<file path="config.mk">
export PLATFORM = sky130hd
export DESIGN_NAME = brbs_queue
export DESIGN_NICKNAME = d
export VERILOG_FILES = /design/src/rtl/core/brbs_pkg.sv /design/src/rtl/core/brbs_queue.sv
export SDC_FILE = /design/constraint.sdc
export NUM_CORES = 1
export LEC_CHECK = 0
export BUFFER_PORTS_ARGS = -buffer_cell sky130_fd_sc_hd__buf_2
export CAP_MARGIN = 20
export CELL_PAD_IN_SITES_DETAIL_PLACEMENT = 0
export CELL_PAD_IN_SITES_GLOBAL_PLACEMENT = 1
export CORE_UTILIZATION = 30
export CTS_CLUSTER_DIAMETER = 60
export DETAILED_ROUTE_END_ITERATION = 8
export GPL_ROUTABILITY_DRIVEN = 0
export PLACE_DENSITY = 0.58
export SYNTH_ARGS = -nofsm -noshare
export SYNTH_HDL_FRONTEND = slang
export SYNTH_SLANG_ARGS = --single-unit
</file>
<file path="constraint.sdc">
create_clock -name clk -period 4.1 [get_ports clk]
set_clock_uncertainty 0.15 [all_clocks]
set_input_delay 0.615 -clock clk [delete_from_list [all_inputs] [get_ports clk]]
set_output_delay 0.615 -clock clk [all_outputs]
set_load 0.01 [all_outputs]
</file>
<file path="src/rtl/core/brbs_pkg.sv">
// brbs_pkg: shared types, constants and codes for the byte ring buffer with search
// no dependencies
package brbs_pkg;

	localparam int DEPTH_DEF       = 4096;
	localparam int MAX_PATTERN_DEF = 8;

	localparam logic [2:0] OP_PUSH    = 3'd0;
	localparam logic [2:0] OP_POP     = 3'd1;
	localparam logic [2:0] OP_PEEK    = 3'd2;
	localparam logic [2:0] OP_OVWR    = 3'd3;
	localparam logic [2:0] OP_DISC_S  = 3'd4;
	localparam logic [2:0] OP_DISC_UP = 3'd5;
	localparam logic [2:0] OP_CLEAR   = 3'd6;
	localparam logic [2:0] OP_FIND    = 3'd7;

	localparam logic [2:0] ST_OK         = 3'd0;
	localparam logic [2:0] ST_NO_DATA    = 3'd1;
	localparam logic [2:0] ST_FULL       = 3'd2;
	localparam logic [2:0] ST_NOT_ENOUGH = 3'd3;
	localparam logic [2:0] ST_NOT_FOUND  = 3'd4;

	typedef struct packed {
		logic [2:0]  op;
		logic [7:0]  data_byte;
		logic [11:0] offset;
		logic [12:0] amount;
	} in_item_t;

	typedef struct packed {
		logic [7:0]  read_byte;
		logic        byte_valid;
		logic [2:0]  status;
		logic [12:0] scanned_length;
		logic [12:0] level;
	} out_item_t;

endpackage

</file>
<file path="src/rtl/core/brbs_queue.sv">
// brbs_queue: two-entry queue between front and back
// depends on brbs_pkg
module brbs_queue (
	input  logic              clk,
	input  logic              arst_n,
	input  logic              in_valid,
	output logic              in_ready,
	input  brbs_pkg::in_item_t in_item,
	output logic              out_valid,
	input  logic              out_ready,
	output brbs_pkg::in_item_t out_item
);
	brbs_pkg::in_item_t ent_q [2];
	logic rd_q, wr_q;
	logic [1:0] cnt_q;

	assign in_ready  = cnt_q != 2'd2;
	assign out_valid = cnt_q != 2'd0;
	assign out_item  = ent_q[rd_q];

	always_ff @(posedge clk) begin
		if (in_valid && in_ready) ent_q[wr_q] <= in_item;
	end

	always_ff @(posedge clk or negedge arst_n) begin
		if (!arst_n) begin
			rd_q <= 1'b0;
			wr_q <= 1'b0;
			cnt_q <= 2'd0;
		end else begin
			if (in_valid && in_ready) wr_q <= ~wr_q;
			if (out_valid && out_ready) rd_q <= ~rd_q;
			cnt_q <= cnt_q + 2'(in_valid && in_ready) - 2'(out_valid && out_ready);
		end
	end
endmodule

</file>
==> impl_metrics.toml, run 1 <==
[status]
outcome = "finished, final reports clean"

[drt]
routed_wl_um = 4739
drtAntennaViolNets = 0
vias_per_cell = 4.043
drtIter0Drc = 17
wl_per_cell_um = 13.58
drc_errors = 0
vias = 1411
drt_first_pass_iters = 4

[final_layout]
n_antenna_cell = 0
drive_above_1_share_pct = 59.55
nets = 258
multi_input_area_sq_um = 618.1
nFillCells = 861
regArea_sq_um = 2263
syn2layout_area_growth_pct = 23.95

[logic_synthesis]
synth_area_per_cell_sq_um = 22.64
synth_fa_ha_area_share_pct = 0.8569
synth.distinct_cells = 15
synth.top_cell.area_share_pct = 74.04
synth_area_leaders = "edfxtp_1 74%, mux2_4 15%, dfrtp_1 3.4%, mux2_2 2.7%, buf_6 1.5%"
synth_top_family_by_area = "multiplexers"
yosys.area.top_type = "edfxtp_1"
syn_area_sq_um = 2920
syn_inst = 129
synthSimpleGateAreaFrac_pct = 1.200
synth_xor_area_share_pct = 1.200
ys_warn_count = 0
muxShareOfSynthArea_pct = 17.61
yosysSeqAreaShare_pct = 77.46
synth_nets = 171
synth-seq-cells = 76
synth-compound-area-share_pct = 0

[pwr]
p_per_area_nw_per_um2 = 670.3
peakVddDrop_mv = 0.5366
power_mw = 2.426
p_leak_nw = 1.429

[grt]
grt.overflow.total = 0
grt.total_usage_pct = 10.31
grt_pass1_wl_um = 7355
grt_pass1_vias = 1470
grt_max_degree = 37
antenna_found_initial = 0

[setup_path]
critical_path.max_fanout = 29
critPathKind = "reg -> out"
crit_arrival_ns = 2.11
reg2reg_depth = 2
cp.required_ns = 3.34
startpoint_type = "flop"
end_kind = "output pin"

[floorplanning]
rows = 35
start_util_pct = 31.31
io_pins = 78
die_width_um = 100.7
die_height_um = 100.7
dieArea_sq_um = 10130
coreArea_sq_um = 9328

[timing]
fin_crit_sh_pct = 70.01
fin_crit_ns = 2.871
maxSlewViolCount = 0
fmax_mhz = 348.4
setup-tns-final_ns = 0
relSlewSlack_pct = 40.54
rsz0062_at_grt = "false"
worst_pin_slew_ns = 0.8918
final_hold_viol_count = 0
setup_violations = 0

[job]
maxCapViolations = 0

[cts]
clock_latency_ns = 0.34
cts_tree = "built"
htreeDepth = 3
cts_sinks = 76
path_clk_slew_ns = 0.07
cts_buffers = 9
cts_root_buf = "clkbuf_8"
post_cts.repair.setup_buffers = 0
clockBufferDepth = 2

[placed_design]
hpwl_um = 3074
io_buffer_count = 77

[worst_hold_path]
hold_depth = 1
hold_path.class = "in -> reg"
## path summary, 6_finish.rpt
kind	to	startpoint	slack, ns
max	out_item[16]	rd_q	1.23
min	ent_q[1][3]	in_item[3]	0.31
max reg2reg	ent_q[1][18]	cnt_q[1]	2.24
min reg2reg	cnt_q[0]	cnt_q[0]	0.37
max in group asynchronous	rd_q	arst_n	3.21
min in group asynchronous	cnt_q[0]	arst_n	0.46
## state kept, by name, indices dropped and copies added (netlist names)
| signal | flops |
|---|---|
| wr_q | 1 |
| ent_q | 72 |
| rd_q | 1 |
| cnt_q | 2 |
## cells in the final DEF, fill, tap and decap left out, types with 2 or more instances in the layout
cell type / count
clkbuf_8: 9
clkbuf_1: 3
mux2_4: 29
dfrtp_1: 3
clkinv_2: 3
buf_2: 77
edfxtp_1: 72
mux2_2: 7
xnor2_1: 3
ha_1: 2
## per-stage QoR
stage	setup slack (ns)	hold slack, ns	instances	area, sq um	util, %
final	1.230	0.3115	349	3620	38.81
after global routing	1.071	0.2820	349	3620	38.81
after CTS	1.137	0.2864	349	3620	38.81
after detailed placement	1.535	0.2806	333	3460	37.09
after global placement	1.543	0.2796	332	3440	36.87
after floorplan	1.289	0.1694	129	2920	-
## area by class of cell
type | count | share of cell area (%)
Tap cell | 129 | 4.459
Clock inverter | 3 | 0.4148
Sequential cell | 76 | 62.53
Multi-Input combinational cell | 48 | 17.08
Clock buffer | 12 | 3.733
Inverter | 1 | 0.1037
Timing Repair Buffer | 80 | 11.68
## critical path, cell delays in order, from the launching register on
cell and delay, ns:
dfrtp_2 0.96, buf_4 0.35, mux2_4 0.31, buf_2 0.14
## metal layers
metal	global-route usage, %	vias up	part of all wire, %
met5	0	-	0
met4	5.351	0	1.2
met3	4.369	7	7.5
met2	15.65	61	46
met1	12.54	673	46
li1	-	670	-
## what timing repair did
action | 4_1_cts | 5_1_grt
endpoints found under the hold margin | 4 | 0
resized for setup | 0 | 0
hold buffers | 1 | 0
## logic make-up after synthesis
kind of cell | after synthesis
xor gates and xnor gates | 4
buffers and inverters | 5
adders and majority gates | 2
and+or+nand+nor | 6
DFF | 76
muxes | 36
## power by group
part	switching [mW]	internal, mW	total [mW]	leakage, nW
sequential	0.121	1.07	1.19	0.714
clock	0.241	0.214	0.455	0.0800
combinational	0.350	0.435	0.785	0.635
## Yosys cell counts
library cell  count
ha_1              2
buf_6             4
mux2_2            7
or2_1             1
inv_1             1
edfxtp_1         72
dfrtp_1           4
xnor2_1           3
and2_4            1
xor2_1            1
mux2_4           29
nand2b_1          1
and3_1            1
nor2_1            1
nand2_1           1
No activity file was read; power rests on OpenSTA's default activity.
==> inputs of run 2 (changes only) <==
Settings changed: ABC_AREA from default to 1, PLACE_DENSITY 0.58 to 0.62.
Clock period 4.1 ns to 2.92 ns, I/O delays scaled along.
==> run 2 against run 1 <==
Effect of this change: clock power up 53%; sequential share of layout area is 1.2 points higher; cell area down 1.9%; die area is 2.0% lower; worst setup slack lost 0.50 ns.
==> impl_metrics.toml, run 2 <==
[pwr]
p_leak_nw = 1.541
peakVddDrop_mv = 0.3279
p_per_area_nw_per_um2 = 949.5

[grt]
grt.total_usage_pct = 11.41
antenna_found_initial = 0
top_usage_layer = "met2"
grt.overflow.total = 0
use_met3_pct = 5.481
grt_pass1_vias = 1590
use_met2_pct = 17.98
grt_pass1_wl_um = 8121
grt_max_degree = 38
grt_util_met1_pct = 13.58

[cts]
cts_root_buf = "clkbuf_8"
cts_tree = "built"
path_clk_slew_ns = 0.08
clock_latency_ns = 0.34
htreeDepth = 3
cts_buffers = 9
post_cts_resize_count = 0
clockBufferDepth = 2
cts_sinks = 76

[logic_synthesis]
synth-seq-cells = 76
yosys.area.top_type = "edfxtp_1"
yosysSeqAreaShare_pct = 79.06
ys_warn_count = 0
yosysMostFrequentCell = "nand2_1"
synth.distinct_cells = 10
synth_area_per_cell_sq_um = 13.07
synth_nets = 261
synth.top_cell.area_share_pct = 75.56
synth-main-ff-cell = "edfxtp_1"
syn_area_sq_um = 2861
synth_area_leaders = "edfxtp_1 76%, nand2_1 16%, dfrtp_1 3.5%, buf_6 1.6%, inv_1 1.0%"
synth_edf_count = 72
async_flop_share_pct = 5.263
syn_inst = 219
ys_top_cells_by_count = "121 x nand2_1, 72 x edfxtp_1, 8 x inv_1"

[final_layout]
nFillCells = 895
regArea_sq_um = 2262
drive_above_1_share_pct = 31.49
largest_register = "ent_q"
layout_commonest_cell = "nand2_1"
largest_registers = "ent_q (72), cnt_q (2)"
multi_input_area_sq_um = 505.5
n_antenna_cell = 0
syn2layout_area_growth_pct = 24.05
nets = 345
final_cell_mix = "121 x nand2_1, 77 x buf_2, 72 x edfxtp_1"
largest_reg_flops = 72

[setup_path]
worst-path-buf-inv = 2
critPathKind = "reg -> out"
path_delay_family = "buffers and inverters"
crit_arrival_ns = 1.60
startpoint_type = "flop"
max_stage_delay_ns = 0.49
cpMostUsedCell = "nand2_1"
end_kind = "output pin"
cp.required_ns = 2.33
cp_slowest_cell = "inv_2"
path_cells = "inv_2 -> nand2_1 -> nand2_1 -> buf_2"
critical_path.max_fanout = 37

[drt]
drc_errors = 0
vias_per_cell = 3.973
drtAntennaViolNets = 0
routed_wl_um = 5246
drt_first_pass_iters = 4
vias = 1736
wl_per_cell_um = 12.00
drtIter0Drc = 72

[timing]
whs_ns = 0.1239
worst_pin_slew_ns = 0.8237
rsz0062_at_grt = "false"
setup-tns-final_ns = 0
setup_violations = 0
fmax_mhz = 456.2
final_hold_viol_count = 0
fin_crit_sh_pct = 75.08
maxSlewViolCount = 0
fin_crit_ns = 2.192
relSlewSlack_pct = 45.00

[placed_design]
io_buffer_count = 77
hpwl_um = 3286

[floorplanning]
die_width_um = 99.67
die_height_um = 99.67
dieArea_sq_um = 9933
coreArea_sq_um = 9240
rows = 35
io_pins = 78
start_util_pct = 30.97

[status]
outcome = "finished, final reports clean"

[job]
maxCapViolations = 0

[worst_hold_path]
hold_path.class = "in -> reg"
run 2: cell types whose count changed after synthesis, moves of 3 or more:
cell     delta
buf_4       +3
xnor2_1     -3
mux2_2      -7
inv_1       +7
nand2_1   +120
nand3_1     +3
mux2_4     -29
run 2: final timing paths:
kind                             start            to  slack (ns)  cells after the start
min in group asynchronous       arst_n      cnt_q[0]        0.27                      2
min reg2reg                       wr_q          wr_q        0.33                      2
max                               rd_q  out_item[23]        0.73                      4
max reg2reg                   cnt_q[0]   ent_q[1][4]        1.00                      5
min                        in_item[11]  ent_q[1][11]        0.12                      1
max in group asynchronous       arst_n          rd_q        2.23                      2
run 2: logic make-up (layout without fill, tap and decap cells):
| group | Yosys count | in the layout | share of synthesized area, % |
|---|---|---|---|
| flip-flops | 76 | 76 | 79.06 |
| AND/OR/NAND/NOR | 125 | 125 | 16.53 |
| adder cells (fa/ha/maj) | 2 | 2 | 0.8744 |
| buffers and inverters | 16 | 105 | 3.542 |
run 2: area by class of cell:
type                    instances  share of cell area (%)
inverters                       9                  0.9517
multi-input cells             127                   14.24
repair buffers                 80                   11.56
clock buffers                   9                   3.490
clock inverters                 7                   1.480
flip-flops and latches         76                   63.73
well taps                     129                   4.547
run 2: timing repair:
item / in CTS / in global routing
buffers inserted: 0 / 0
hold buffers: 1 / 0
hold endpoints to repair: 4 / 0
run 2: worst register-to-register path, stage by stage, from the launching register on:
cell and delay (ns):
dfrtp_1 0.36, inv_1 0.06, nand2_1 0.09, nand2_1 0.13
nor2_4 0.41, buf_4 0.40
run 2: power breakdown:
part	internal (mW)	switching, mW
combinational	0.368	0.760
clock	0.310	0.387
sequential	1.49	0.0560
run 2: stage by stage:
stage / utilization [%] / area, sq um / std cells / worst slack (ns) / total power [mW]
after global routing: 38.42 / 3550 / 437 / 0.5374 / 3.637
final: 38.42 / 3550 / 437 / 0.7278 / 3.371
after global placement: 36.40 / 3363 / 420 / 0.9621 / 2.731
after detailed placement: 36.40 / 3363 / 420 / 0.9421 / 2.741
after floorplan: - / 2861 / 219 / 0.1935 / 2.316
after CTS: 38.42 / 3550 / 437 / 0.6685 / 3.446
run 2: routing by layer:
metal  vias to the layer above  wire, um
li1                        893         -
met1                       788      2314
met2                        53      2524
met3                         2       377
met4                         0        29
met5                         -         0
